<file path="src/hdl/rrcg_pkg.sv">
// ----------------------------------------------------------------------------
// rrcg_pkg
// Shared widths, register indexes and controller/datapath interface types.
// ----------------------------------------------------------------------------
`timescale 1ns / 1ps

package rrcg_pkg;

    localparam int IDX_W   = 26;   // node index
    localparam int TGT_W   = 28;   // target node, also divider dividend
    localparam int DVS_W   = 11;   // divisor / clamped group count
    localparam int CR_W    = 13;   // chassis * routers
    localparam int N_W     = 17;   // nodes per group
    localparam int RM_W    = 10;   // group slot
    localparam int PROD_W  = 27;   // slot * nodes per group
    localparam int DCNT_W  = 5;    // divider iteration counter
    localparam int WIDX_W  = 3;    // register index
    localparam int WDAT_W  = 11;   // register data

    localparam int MAX_CORES  = 64;
    localparam int MAX_GROUPS = 1024;

    localparam logic [WIDX_W-1:0] REG_GROUP   = 3'd0;
    localparam logic [WIDX_W-1:0] REG_CHASSIS = 3'd1;
    localparam logic [WIDX_W-1:0] REG_ROUTER  = 3'd2;
    localparam logic [WIDX_W-1:0] REG_PCI     = 3'd3;
    localparam logic [WIDX_W-1:0] REG_CORE    = 3'd4;

    // Which division the shared divider is doing
    typedef enum logic [2:0] {
        STG_SPLIT,
        STG_PCI,
        STG_ROUTER,
        STG_CHASSIS,
        STG_GROUP
    } stage_t;

    typedef struct packed {
        logic   load;
        logic   mul_cr;
        logic   mul_n;
        logic   div_start;
        logic   mul_t;
        logic   add_t;
        logic   row_emit;
        stage_t stage;
    } cmd_t;

    typedef struct packed {
        logic div_done;
        logic last_row;
    } status_t;

endpackage

</file>
<file path="src/hdl/rrcg_div.sv">
// ----------------------------------------------------------------------------
// rrcg_div
// Restoring divider, one quotient bit per cycle; done pulses after TGT_W steps.
// ----------------------------------------------------------------------------
`timescale 1ns / 1ps

module rrcg_div (
    input  logic                        clk,
    input  logic                        rst_n,
    input  logic                        start,
    input  logic [rrcg_pkg::TGT_W-1:0]  dividend,
    input  logic [rrcg_pkg::DVS_W-1:0]  divisor,
    output logic                        done,
    output logic [rrcg_pkg::TGT_W-1:0]  quot,
    output logic [rrcg_pkg::DVS_W-1:0]  rem
);
    import rrcg_pkg::*;

    logic [TGT_W-1:0]  dvd_reg, dvd_next;
    logic [DVS_W-1:0]  rem_reg, rem_next;
    logic [DVS_W-1:0]  dvs_reg;
    logic [DCNT_W-1:0] cnt_reg;
    logic              done_reg;
    logic [DVS_W:0]    rem_sh;
    logic              ge;

    assign rem_sh = {rem_reg, dvd_reg[TGT_W-1]};
    assign ge     = rem_sh >= {1'b0, dvs_reg};

    always_comb
    begin
        rem_next = ge ? DVS_W'(rem_sh - {1'b0, dvs_reg}) : DVS_W'(rem_sh);
        dvd_next = {dvd_reg[TGT_W-2:0], ge};
    end

    always_ff @(posedge clk or negedge rst_n)
    begin
        if (!rst_n)
        begin
            cnt_reg  <= '0;
            done_reg <= 1'b0;
        end
        else
        begin
            done_reg <= (cnt_reg == DCNT_W'(1));
            if (start)
                cnt_reg <= DCNT_W'(TGT_W);
            else if (cnt_reg != '0)
                cnt_reg <= cnt_reg - DCNT_W'(1);
        end
    end

    always_ff @(posedge clk)
    begin
        if (start)
        begin
            dvd_reg <= dividend;
            rem_reg <= '0;
            dvs_reg <= divisor;
        end
        else if (cnt_reg != '0)
        begin
            dvd_reg <= dvd_next;
            rem_reg <= rem_next;
        end
    end

    assign done = done_reg;
    assign quot = dvd_reg;
    assign rem  = rem_reg;

endmodule

</file>
<file path="src/hdl/rrcg_dp.sv">
// ----------------------------------------------------------------------------
// rrcg_dp
// Datapath: count registers, multipliers, shared divider and row output.
// ----------------------------------------------------------------------------
`timescale 1ns / 1ps

module rrcg_dp (
    input  logic                        clk,
    input  logic                        rst_n,
    input  rrcg_pkg::cmd_t              cmd,
    output rrcg_pkg::status_t           status,
    input  logic                        wr_en,
    input  logic [rrcg_pkg::WIDX_W-1:0] wr_index,
    input  logic [rrcg_pkg::WDAT_W-1:0] wr_data,
    input  logic [rrcg_pkg::IDX_W-1:0]  node_index,
    output logic                        result_strobe,
    output logic [9:0]                  group_coord,
    output logic [5:0]                  chassis_coord,
    output logic [5:0]                  router_coord,
    output logic [3:0]                  pci_coord,
    output logic [5:0]                  core_coord,
    output logic                        last_row
);
    import rrcg_pkg::*;

    logic [10:0] grp_cfg_reg;
    logic [6:0]  chs_cfg_reg, rtr_cfg_reg, core_cfg_reg;
    logic [4:0]  pci_cfg_reg;

    logic [DVS_W-1:0] g_cl;
    logic [6:0]       c_cl, r_cl, k_cl;
    logic [4:0]       p_cl;

    logic [CR_W-1:0]   cr_reg;
    logic [N_W-1:0]    n_reg;
    logic [TGT_W-1:0]  t_reg;
    logic [IDX_W-1:0]  q_reg;
    logic [RM_W-1:0]   rm_reg;
    logic [PROD_W-1:0] prod_reg;
    logic [3:0]        pci_reg;
    logic [5:0]        rtr_reg, chs_reg;
    logic [9:0]        grp_reg;
    logic [5:0]        core_reg;

    logic              strobe_reg, last_out_reg;
    logic [9:0]        grp_out_reg;
    logic [5:0]        chs_out_reg, rtr_out_reg, core_out_reg;
    logic [3:0]        pci_out_reg;

    logic [DVS_W-1:0]  divisor;
    logic              div_done;
    logic [TGT_W-1:0]  quot;
    logic [DVS_W-1:0]  rem;
    logic              row_last;

    // Zero counts act as 1, oversize counts as the top of their range
    always_comb
    begin
        g_cl = (grp_cfg_reg == '0) ? DVS_W'(1) :
               (grp_cfg_reg > DVS_W'(MAX_GROUPS)) ? DVS_W'(MAX_GROUPS) : grp_cfg_reg;
        c_cl = (chs_cfg_reg == '0) ? 7'd1 : (chs_cfg_reg > 7'd64) ? 7'd64 : chs_cfg_reg;
        r_cl = (rtr_cfg_reg == '0) ? 7'd1 : (rtr_cfg_reg > 7'd64) ? 7'd64 : rtr_cfg_reg;
        p_cl = (pci_cfg_reg == '0) ? 5'd1 : (pci_cfg_reg > 5'd16) ? 5'd16 : pci_cfg_reg;
        k_cl = (core_cfg_reg == '0) ? 7'd1 :
               (core_cfg_reg > 7'(MAX_CORES)) ? 7'(MAX_CORES) : core_cfg_reg;
    end

    always_ff @(posedge clk or negedge rst_n)
    begin
        if (!rst_n)
        begin
            grp_cfg_reg  <= 11'd1;
            chs_cfg_reg  <= 7'd1;
            rtr_cfg_reg  <= 7'd1;
            pci_cfg_reg  <= 5'd1;
            core_cfg_reg <= 7'd1;
        end
        else if (wr_en)
        begin
            unique case (wr_index)
                REG_GROUP:   grp_cfg_reg  <= wr_data;
                REG_CHASSIS: chs_cfg_reg  <= wr_data[6:0];
                REG_ROUTER:  rtr_cfg_reg  <= wr_data[6:0];
                REG_PCI:     pci_cfg_reg  <= wr_data[4:0];
                REG_CORE:    core_cfg_reg <= wr_data[6:0];
                default:     ;
            endcase
        end
    end

    always_comb
    begin
        unique case (cmd.stage)
            STG_PCI:     divisor = DVS_W'(p_cl);
            STG_ROUTER:  divisor = DVS_W'(r_cl);
            STG_CHASSIS: divisor = DVS_W'(c_cl);
            default:     divisor = g_cl;
        endcase
    end

    rrcg_div u_div (
        .clk      (clk),
        .rst_n    (rst_n),
        .start    (cmd.div_start),
        .dividend (t_reg),
        .divisor  (divisor),
        .done     (div_done),
        .quot     (quot),
        .rem      (rem)
    );

    assign row_last = ({1'b0, core_reg} + 7'd1) == k_cl;

    always_ff @(posedge clk)
    begin
        if (cmd.load)
        begin
            t_reg    <= TGT_W'(node_index);
            core_reg <= '0;
        end
        if (cmd.mul_cr)
            cr_reg <= CR_W'(c_cl) * CR_W'(r_cl);
        if (cmd.mul_n)
            n_reg <= N_W'(cr_reg) * N_W'(p_cl);
        if (cmd.mul_t)
            prod_reg <= PROD_W'(rm_reg) * PROD_W'(n_reg);
        if (cmd.add_t)
            t_reg <= TGT_W'(prod_reg) + TGT_W'(q_reg);
        if (div_done)
        begin
            unique case (cmd.stage)
                STG_SPLIT:
                begin
                    q_reg  <= quot[IDX_W-1:0];
                    rm_reg <= rem[RM_W-1:0];
                end
                STG_PCI:
                begin
                    pci_reg <= rem[3:0];
                    t_reg   <= quot;
                end
                STG_ROUTER:
                begin
                    rtr_reg <= rem[5:0];
                    t_reg   <= quot;
                end
                STG_CHASSIS:
                begin
                    chs_reg <= rem[5:0];
                    t_reg   <= quot;
                end
                default: grp_reg <= rem[9:0];
            endcase
        end
        if (cmd.row_emit)
        begin
            core_reg     <= core_reg + 6'd1;
            grp_out_reg  <= grp_reg;
            chs_out_reg  <= chs_reg;
            rtr_out_reg  <= rtr_reg;
            pci_out_reg  <= pci_reg;
            core_out_reg <= core_reg;
            last_out_reg <= row_last;
        end
    end

    always_ff @(posedge clk or negedge rst_n)
    begin
        if (!rst_n)
            strobe_reg <= 1'b0;
        else
            strobe_reg <= cmd.row_emit;
    end

    assign status.div_done = div_done;
    assign status.last_row = row_last;

    assign result_strobe = strobe_reg;
    assign group_coord   = grp_out_reg;
    assign chassis_coord = chs_out_reg;
    assign router_coord  = rtr_out_reg;
    assign pci_coord     = pci_out_reg;
    assign core_coord    = core_out_reg;
    assign last_row      = last_out_reg;

endmodule

</file>
<file path="src/hdl/rrcg_ctrl.sv">
// ----------------------------------------------------------------------------
// rrcg_ctrl
// Controller: sequences the multiplies, the five divisions and row output.
// ----------------------------------------------------------------------------
`timescale 1ns / 1ps

module rrcg_ctrl (
    input  logic                clk,
    input  logic                rst_n,
    input  logic                start,
    output logic                busy,
    output rrcg_pkg::cmd_t      cmd,
    input  rrcg_pkg::status_t   status
);
    import rrcg_pkg::*;

    typedef enum logic [2:0] {
        S_IDLE,
        S_MUL_CR,
        S_MUL_N,
        S_DIV_GO,
        S_DIV_WAIT,
        S_MUL_T,
        S_ADD,
        S_EMIT
    } state_t;

    state_t state_reg;
    stage_t stage_reg;
    logic   busy_reg;

    always_ff @(posedge clk or negedge rst_n)
    begin
        if (!rst_n)
        begin
            state_reg <= S_IDLE;
            stage_reg <= STG_SPLIT;
            busy_reg  <= 1'b0;
        end
        else
        begin
            unique case (state_reg)
                S_IDLE:
                    if (start)
                    begin
                        state_reg <= S_MUL_CR;
                        stage_reg <= STG_SPLIT;
                        busy_reg  <= 1'b1;
                    end
                S_MUL_CR: state_reg <= S_MUL_N;
                S_MUL_N:  state_reg <= S_DIV_GO;
                S_DIV_GO: state_reg <= S_DIV_WAIT;
                S_DIV_WAIT:
                    if (status.div_done)
                    begin
                        unique case (stage_reg)
                            STG_SPLIT:   state_reg <= S_MUL_T;
                            STG_PCI:
                            begin
                                stage_reg <= STG_ROUTER;
                                state_reg <= S_DIV_GO;
                            end
                            STG_ROUTER:
                            begin
                                stage_reg <= STG_CHASSIS;
                                state_reg <= S_DIV_GO;
                            end
                            STG_CHASSIS:
                            begin
                                stage_reg <= STG_GROUP;
                                state_reg <= S_DIV_GO;
                            end
                            default:     state_reg <= S_EMIT;
                        endcase
                    end
                S_MUL_T:  state_reg <= S_ADD;
                S_ADD:
                begin
                    stage_reg <= STG_PCI;
                    state_reg <= S_DIV_GO;
                end
                S_EMIT:
                    if (status.last_row)
                    begin
                        state_reg <= S_IDLE;
                        busy_reg  <= 1'b0;
                    end
                default:  state_reg <= S_IDLE;
            endcase
        end
    end

    always_comb
    begin
        cmd           = '0;
        cmd.stage     = stage_reg;
        cmd.load      = (state_reg == S_IDLE) && start;
        cmd.mul_cr    = (state_reg == S_MUL_CR);
        cmd.mul_n     = (state_reg == S_MUL_N);
        cmd.div_start = (state_reg == S_DIV_GO);
        cmd.mul_t     = (state_reg == S_MUL_T);
        cmd.add_t     = (state_reg == S_ADD);
        cmd.row_emit  = (state_reg == S_EMIT);
    end

    assign busy = busy_reg;

endmodule

</file>
<file path="src/hdl/round_robin_rank_coordinate_generator_top.sv">
// ----------------------------------------------------------------------------
// round_robin_rank_coordinate_generator_top
// Maps a job-node position to per-core rank coordinates, round robin by group.
// ----------------------------------------------------------------------------
// Usage
//   Input: raise start with node_index; the item is taken at a clock edge with
//   start high and busy low. busy stays high until the last row is issued.
//   Output: one row per core (core_count rows, cores ascending). Each row is
//   valid for exactly one cycle while result_strobe is high; the final row
//   carries last_row. The receiver cannot stall, so rows are never held.
//   Config: wr_en / wr_index / wr_data write the five count registers
//   (group, chassis, router, pci, core); other indexes are ignored. Write
//   only while busy is low. Zero counts act as 1, oversize as the range top.
//   Timing: rows come back to back. Each item runs on the shared
//   one-bit-per-cycle divider: five 28-step divisions (split by groups,
//   then by pci, router, chassis and group), plus three multiplies and
//   one add.
//   Reset: rst_n (asynchronous, active low) clears the controller, the strobe
//   and sets every count register to 1.
// ----------------------------------------------------------------------------
`timescale 1ns / 1ps

module round_robin_rank_coordinate_generator_top (
    input  logic                        clk,
    input  logic                        rst_n,
    input  logic                        start,
    output logic                        busy,
    input  logic [rrcg_pkg::IDX_W-1:0]  node_index,
    input  logic                        wr_en,
    input  logic [rrcg_pkg::WIDX_W-1:0] wr_index,
    input  logic [rrcg_pkg::WDAT_W-1:0] wr_data,
    output logic                        result_strobe,
    output logic [9:0]                  group_coord,
    output logic [5:0]                  chassis_coord,
    output logic [5:0]                  router_coord,
    output logic [3:0]                  pci_coord,
    output logic [5:0]                  core_coord,
    output logic                        last_row
);
    import rrcg_pkg::*;

    // Command and status between sequencer and datapath
    cmd_t    cmd;
    status_t status;

    rrcg_ctrl u_ctrl (
        .clk    (clk),
        .rst_n  (rst_n),
        .start  (start),
        .busy   (busy),
        .cmd    (cmd),
        .status (status)
    );

    // Datapath holds the count registers, so writes go straight in
    rrcg_dp u_dp (
        .clk           (clk),
        .rst_n         (rst_n),
        .cmd           (cmd),
        .status        (status),
        .wr_en         (wr_en),
        .wr_index      (wr_index),
        .wr_data       (wr_data),
        .node_index    (node_index),
        .result_strobe (result_strobe),
        .group_coord   (group_coord),
        .chassis_coord (chassis_coord),
        .router_coord  (router_coord),
        .pci_coord     (pci_coord),
        .core_coord    (core_coord),
        .last_row      (last_row)
    );

endmodule

</file>
<file path="config.mk">
export PLATFORM = sky130hd
export DESIGN_NAME = round_robin_rank_coordinate_generator_top
export DESIGN_NICKNAME = d
export VERILOG_FILES = /design/src/hdl/rrcg_pkg.sv /design/src/hdl/rrcg_div.sv /design/src/hdl/rrcg_dp.sv /design/src/hdl/rrcg_ctrl.sv /design/src/hdl/round_robin_rank_coordinate_generator_top.sv
export SDC_FILE = /design/constraint.sdc
export NUM_CORES = 1
export LEC_CHECK = 0
export BUFFER_PORTS_ARGS = -buffer_cell sky130_fd_sc_hd__buf_2
export CAP_MARGIN = 10
export CORE_MARGIN = 3
export CORE_UTILIZATION = 55
export DETAILED_ROUTE_END_ITERATION = 8
export GPL_TIMING_DRIVEN = 1
export HOLD_SLACK_MARGIN = 0.15
export PLACE_DENSITY = 0.75
export SLEW_MARGIN = 15
export SYNTH_ARGS = -nofsm -noshare
export SYNTH_HDL_FRONTEND = slang
export SYNTH_SLANG_ARGS = --single-unit
</file>
<file path="constraint.sdc">
create_clock -name clk -period 5.9 [get_ports clk]
set_clock_uncertainty 0.05 [all_clocks]
set_input_delay 0.885 -clock clk [delete_from_list [all_inputs] [get_ports clk]]
set_output_delay 0.885 -clock clk [all_outputs]
set_load 0.005 [all_outputs]
</file>
==> reports/results.tsv, run 1 <==
stage	metric	value	unit
synth	netlist_area	21400	µm²
floorplanning	dieArea	41300	µm²
floorplanning	fp.dieW	203	µm
clock_network	clock_sinks	287	
synth	synth_enable_flop_cells	197	
timing	worst_slew_pin_slew	1.11	ns
timing	rsz0062_at_grt	true	
synth	syn_avg_cell_area	10.1	µm²
synth	ys_ff_latch	287	
critical_path	cp-start-kind	register	
synth	syn_inst	2120	
flow_run	maxCapViolations	0	
critical_path	cp_max_fo	4	
detailed_routing	wl	47.9	mm
critical_path	path_class	reg2reg	
synth	ys_seq_area_frac	0.373	
detailed_routing	drt-wirelength-per-cell	17.4	µm
detailed_routing	dr_total_vias	15223	
synth	synth_most_common_cell	nand2_1	
clock_network	cts_buffer_depth	3	
place	io_buffers	78	
floorplanning	ios	79	
synth	synth_cell_types	77	
grt	grt_max_degree	52	
grt	overflow	0	
final_layout	area_growth	10.7	%
timing	drv_slew	0	
synth	synth_top_area_cell	edfxtp_1	
floorplanning	core	38000	µm²
critical_path	r2r_slack	0.20	ns
detailed_routing	drc	0	
clock_network	cts_buffers	30	
detailed_routing	first_pass_iters	5	
critical_path	crit_path_cell_trace	buf_4, nand2_1, fa_1, inv_1, fa_1, inv_1, fa_1, inv_1, fa_1, inv_1, fa_1, inv_1, ha_1, or3_1, o211ai_1, a21oi_2, or4_4, a31oi_1, o21bai_1, xnor2_1	
clock_network	clock-root-buffer	clkbuf_16	
clock_network	hold_buffers	0	
synth	ys.flop_type	edfxtp_1	
final_layout	drive_gt1_frac	0.118	
synth	yosys-top-cells-area	edfxtp_1 28%, fa_1 16%, ha_1 9.2%	
synth	synth.yosys.warnings	0	
final_layout	antenna-diode-count	0	
clock_network	clk_latency	0.56	ns
final_layout	fin_area	23700	µm²
final_layout	nets	2592	
floorplanning	die-height	203	µm
place	gp_congestion	1.00	
synth	synth_common_cells	324 x nand2_1, 237 x inv_1, 197 x edfxtp_1, 175 x fa_1, 158 x ha_1	
detailed_routing	ant_nets	0	
synth	yosys.area.top_type_share	0.277	
status	status	finished clean	
detailed_routing	drt-initial-drc-count	915	
critical_path	crit_slowest_cell	fa_1	
grt	grt_pass1_vias	15853	
critical_path	critPathArrivalTime	5.95	ns
critical_path	critPathTopFamily	adder cells	
timing	min_period_over_period	0.967	
clock_network	path_clk_slew	0.06	ns
critical_path	critPathRequiredTime	6.15	ns
timing	relSlewSlack	0.262	
timing	max_freq	0.175	GHz
grt	grt_pass1_wl	78.1	mm
detailed_routing	routed_via_density	5.54	
timing	setup_viol	0	
critical_path	cp.buffers_inverters	6	
min_path	worstHoldPathType	reg2reg	
place	dpl.hpwl	36.0	mm
timing	fin_crit	5.70	ns
critical_path	endpoint_kind	register	
clock_network	htreeDepth	1	
synth	synthArstFlopShare	0.178	
final_layout	fillers	3120	
clock_network	cts_tree	built	
grt	antenna_found_initial	1	
critical_path	critical-path-max-stage-delay	0.53	ns
grt	grt_use_total	0.232	
synth	synth_fp_nets	2497	
place	dpl_cell_area	22400	µm²
timing	finalHoldViolCount	0	
floorplanning	num_rows	71	
floorplanning	initial_core_util	0.562	
==> cells in the final DEF, fill, tap and decap left out, drive strengths merged, types with 60 or more instances in the layout <==
master	instances
nor2	116
a21oi	129
and2	147
fa	175
o21ai	60
buf	144
ha	158
inv	239
nand2	324
edfxtp	197
==> worst register-to-register path, stage by stage, from the launching register on <==
cell,delay [ns]
edfxtp_1,0.49
buf_4,0.16
nand2_1,0.06
fa_1,0.50
inv_1,0.06
fa_1,0.49
inv_1,0.05
fa_1,0.48
inv_1,0.06
fa_1,0.52
inv_1,0.05
fa_1,0.53
inv_1,0.04
ha_1,0.22
or3_1,0.38
o211ai_1,0.34
a21oi_2,0.12
or4_4,0.44
a31oi_1,0.19
o21bai_1,0.10
xnor2_1,0.13
==> routing by layer <==
layer / up-vias / routed length [µm] / track usage
li1: 7233 / - / -
met1: 7453 / 19700 / 0.297
met2: 436 / 23800 / 0.403
met3: 99 / 2660 / 0.0356
met4: 2 / 1770 / 0.0848
met5: - / 7 / 0
==> area by class of cell <==
cell class                      instances  area [µm²]  area share
Inverter                              238         893      0.0378
Multi-Input combinational cell       1511       12200       0.517
Sequential cell                       287        7980       0.337
Tap cell                              511         639      0.0270
Clock buffer                           37         850      0.0359
Timing Repair Buffer                  147         898      0.0380
Clock inverter                         19         170     0.00719
==> what timing repair did <==
item | 4_1_cts | 5_1_grt
buffers inserted | 0 | 29
hold endpoints to repair | 0 | 0
resized for setup | 0 | 8
setup endpoints to repair | 0 | 6
==> metrics by stage <==
| stage | setup slack, ns | std cells | TNS (ns) | hold WS (ns) | util |
|---|---|---|---|---|---|
| after global routing | -0.0303 | 2750 | -0.0586 | 0.376 | 0.622 |
| final | 0.196 | 2750 | 0 | 0.368 | 0.622 |
| after global placement | 0.192 | 2665 | 0 | 0.352 | 0.589 |
| after floorplan | 0.159 | 2120 | 0 | 0.350 | - |
| after detailed placement | 0.127 | 2665 | 0 | 0.355 | 0.589 |
| after CTS | 0.0805 | 2721 | 0 | 0.367 | 0.616 |
==> path summary, 6_finish.rpt <==
path | cells past startpoint | end | from
worst max-delay path | 20 | u_dp.prod_reg[26] | u_dp.rm_reg[1]
worst min-delay path | 0 | u_dp.router_coord[3] | u_dp.rtr_reg[3]
worst max register to register | 20 | u_dp.prod_reg[26] | u_dp.rm_reg[1]
worst min register to register | 0 | u_dp.router_coord[3] | u_dp.rtr_reg[3]
max in group asynchronous | 2 | u_dp.rtr_cfg_reg[1] | rst_n
min in group asynchronous | 2 | u_dp.core_cfg_reg[2] | rst_n
==> kinds of logic after synthesis <==
logic type,share of synthesized area
AO/OA/AOI/OAI,0.0932
XOR/XNOR,0.0344
adder cells (fa/ha/maj),0.256
buffers and inverters,0.0572
flip-flops,0.373
multiplexers,0.0252
AND/OR/NAND/NOR,0.160
Power of run 1 is not shown: default switching activity piles up to over one toggle a cycle in this logic, so the estimate is an artifact.
==> run 2, diff against run 1 <==
--- a/config.mk
+++ b/config.mk
@@ -5,6 +5,7 @@
 export SDC_FILE = /design/constraint.sdc
 export NUM_CORES = 1
 export LEC_CHECK = 0
+export ABC_AREA = 1
 export BUFFER_PORTS_ARGS = -buffer_cell sky130_fd_sc_hd__buf_2
 export CAP_MARGIN = 10
 export CORE_MARGIN = 3
==> run 2 against run 1 <==
Against the previous run:
- sequential share of layout area down 1.2 points
- non-clock buffer count down 57
- wire length increased by 12%
- worst setup slack gained 0.31 ns
- maximum frequency rose by 5.8%
- cell count is 21% higher
- synthesized cell count up 29%
==> reports/results.tsv, run 2 <==
stage	metric	value	unit	change
status	status	finished clean		unchanged
synth	synth_common_cells	688 x nand2_1, 564 x inv_1, 227 x nor2_1, 197 x edfxtp_1, 175 x fa_1		was 324 x nand2_1, 237 x inv_1, 197 x edfxtp_1, 175 x fa_1, 158 x ha_1
clock_network	path_clk_slew	0.06	ns	about the same
synth	synth.yosys.warnings	0		unchanged
flow_run	maxCapViolations	0		unchanged
final_layout	final_common_cell	nand2_1		unchanged
critical_path	endpoint_kind	register		unchanged
synth	synth_most_common_cell	nand2_1		unchanged
critical_path	critPathArrivalTime	5.67	ns	was 5.95 ns
timing	fin_tns_setup	0	ns	unchanged
critical_path	cp.buffers_inverters	3		was 6
clock_network	htreeDepth	1		unchanged
grt	overflow	0		unchanged
floorplanning	initial_core_util	0.563		was 0.562
timing	drv_slew	0		unchanged
critical_path	path_class	reg2reg		unchanged
clock_network	cts_buffer_depth	3		unchanged
place	io_buffers	78		unchanged
floorplanning	core	40200	µm²	was 38000 µm²
timing	min_period_over_period	0.914		was 0.967
synth	synth_top_family_by_area	adder cells		unchanged
place	gp_congestion	0.950		was 1.00
timing	finalHoldViolCount	0		unchanged
synth	synth_top_area_cell	edfxtp_1		unchanged
floorplanning	num_rows	73		was 71
floorplanning	fp.dieW	209	µm	was 203 µm
clock_network	clock_sinks	287		unchanged
synth	synth-xor-area-share	0.0244		was 0.0344
critical_path	timing.critical_path.mode_cell	fa_1		
clock_network	cts_tree	built		unchanged
clock_network	hold_buffers	0		unchanged
floorplanning	die-height	209	µm	was 203 µm
critical_path	crit_slowest_cell	edfxtp_1		was fa_1
grt	antenna_found_initial	2		was 1
final_layout	drive_gt1_frac	0.0639		was 0.118
timing	setup_viol	0		unchanged
detailed_routing	highest_layer	met5		unchanged
critical_path	r2r_slack	0.51	ns	was 0.20 ns
synth	synth_enable_flop_cells	197		unchanged
final_layout	area_growth	8.27	%	was 10.7%
detailed_routing	wl_met1	22.5	mm	was 19.7 mm
synth	synth_fp_nets	3109		was 2497
synth	yosys.area.top_type_share	0.261		was 0.277
synth	ys.flop_type	edfxtp_1		unchanged
synth	ys_seq_area_frac	0.353		was 0.373
critical_path	cp_max_fo	17		was 4
floorplanning	ios	79		unchanged
critical_path	critical-path-max-stage-delay	0.81	ns	was 0.53 ns
clock_network	cts_buffers	30		unchanged
timing	rsz0062_at_grt	false		was true
final_layout	final_cell_mix	688 x nand2_1, 564 x inv_1, 224 x nor2_1		was 324 x nand2_1, 237 x inv_1, 197 x edfxtp_1
clock_network	clock-root-buffer	clkbuf_16		unchanged
synth	ys_ff_latch	287		unchanged
grt	grt_pass1_wl	90.9	mm	was 78.1 mm
synth	synthMuxAreaShare	0		was 0.0252
detailed_routing	routed_via_density	5.39		was 5.54
detailed_routing	wl_met2	26.0	mm	was 23.8 mm
timing	max_freq	0.185	GHz	was 0.175 GHz
detailed_routing	dr_total_vias	17924		was 15223
final_layout	fillers	3514		was 3120
grt	grt_use_total	0.253		was 0.232
clock_network	clk_latency	0.59	ns	was 0.56 ns
floorplanning	dieArea	43600	µm²	was 41300 µm²
final_layout	antenna-diode-count	0		unchanged
critical_path	crit_path_cell_trace	nand2_1, fa_1, inv_1, fa_1, inv_1, fa_1, fa_1, inv_1, ha_1, ha_1, a21oi_1, o21ai_0, a211oi_1, nand3_1, nand2_1, nand2_1		was buf_4, nand2_1, fa_1, inv_1, fa_1, inv_1, fa_1, inv_1, fa_1, inv_1, fa_1, inv_1, ha_1, or3_1, o211ai_1, a21oi_2, or4_4, a31oi_1, o21bai_1, xnor2_1
synth	netlist_area	22600	µm²	was 21400 µm²
final_layout	nets	3156		was 2592
synth	synthAdderAreaFrac	0.242		was 0.256
grt	grt_pass1_vias	18303		was 15853
min_path	worstHoldPathType	in2async		was reg2reg
synth	yosys.area_share.simple	0.195		was 0.160
detailed_routing	drc	0		unchanged
place	dpl.hpwl	42.0	mm	was 36.0 mm
detailed_routing	drt-initial-drc-count	1436		was 915
detailed_routing	met3_length	2.90	mm	was 2.66 mm
grt	grt_max_degree	57		was 52
timing	fin_crit	5.39	ns	was 5.70 ns
detailed_routing	first_pass_iters	6		was 5
detailed_routing	wl	53.9	mm	was 47.9 mm
clock_network	cts_resized	0		unchanged
detailed_routing	drt-wirelength-per-cell	16.2	µm	was 17.4 µm
synth	synth_compound_area_frac	0.0765		was 0.0932
synth	synth_cell_types	46		was 77
synth	syn_avg_cell_area	8.28	µm²	was 10.1 µm²
timing	worst_slew_pin_slew	0.994	ns	was 1.11 ns
timing	relSlewSlack	0.334		was 0.262
synth	synthArstFlopShare	0.178		unchanged
clock_network	post_cts_buffers	0		unchanged
critical_path	critPathTopFamily	adder cells		unchanged
synth	yosys-top-cells-area	edfxtp_1 26%, fa_1 15%, nand2_1 11%		was edfxtp_1 28%, fa_1 16%, ha_1 9.2%
detailed_routing	ant_nets	0		unchanged
critical_path	critPathRequiredTime	6.18	ns	was 6.15 ns
synth	syn_inst	2732		was 2120
critical_path	cp-start-kind	register		unchanged
run 2: cell families (layout without fill, tap and decap cells):
family / Yosys count / after routing
AOI/OAI and AO/OA: 317 / 317
xor gates and xnor gates: 63 / 63
adders and majority gates: 333 / 333
buffers and inverters: 646 / 717
DFF: 287 / 287
and+or+nand+nor: 1086 / 1086
run 2: final cells by class:
| class | instances | area, µm² | area share |
|---|---|---|---|
| clock buffer | 36 | 793 | 0.0324 |
| timing repair buffer | 90 | 493 | 0.0201 |
| clock inverter | 20 | 213 | 0.00868 |
| tap | 525 | 657 | 0.0268 |
| inverter | 571 | 2140 | 0.0875 |
| multi-input combinational | 1799 | 12200 | 0.499 |
| sequential | 287 | 7980 | 0.326 |
run 2: through the flow:
step	hold WS [ns]	setup slack [ns]	area, µm²	utilization	instances
3_5_place_dp	0.355	0.608	23500	0.584	3271
2_1_floorplan	0.350	0.793	22600	-	2732
6_report	0.350	0.509	24500	0.610	3328
5_1_grt	0.378	0.225	24500	0.610	3328
4_1_cts	0.345	0.566	24500	0.609	3327
3_3_place_gp	0.353	0.691	23500	0.584	3271
run 2: worst register-to-register path: cells and delay by family (launching register included):
| kind | cells | cell delay, ns |
|---|---|---|
| compound gates | 3 | 0.87 |
| fa+ha+maj | 6 | 2.82 |
| buf+inv | 3 | 0.16 |
| flops | 1 | 0.81 |
| simple gates | 4 | 0.42 |
run 2: final timing paths:
check / start / end / cells past startpoint
setup / recovery: u_dp.rm_reg[6] / u_dp.prod_reg[25] / 16
setup reg to reg: u_dp.rm_reg[6] / u_dp.prod_reg[25] / 16
hold reg to reg: u_dp.grp_reg[4] / u_dp.group_coord[4] / 0
hold / removal: rst_n / u_ctrl.busy / 2
min in group clk: u_dp.grp_reg[4] / u_dp.group_coord[4] / 0
max in group asynchronous: rst_n / u_ctrl.state_reg[2] / 2
run 2: routing by layer:
metal / global-route usage / vias up
met5: 0 / -
met4: 0.103 / 2
met3: 0.0276 / 135
met2: 0.435 / 589
met1: 0.328 / 8558
li1: - / 8640
Power of run 2 is left out for the same reason.
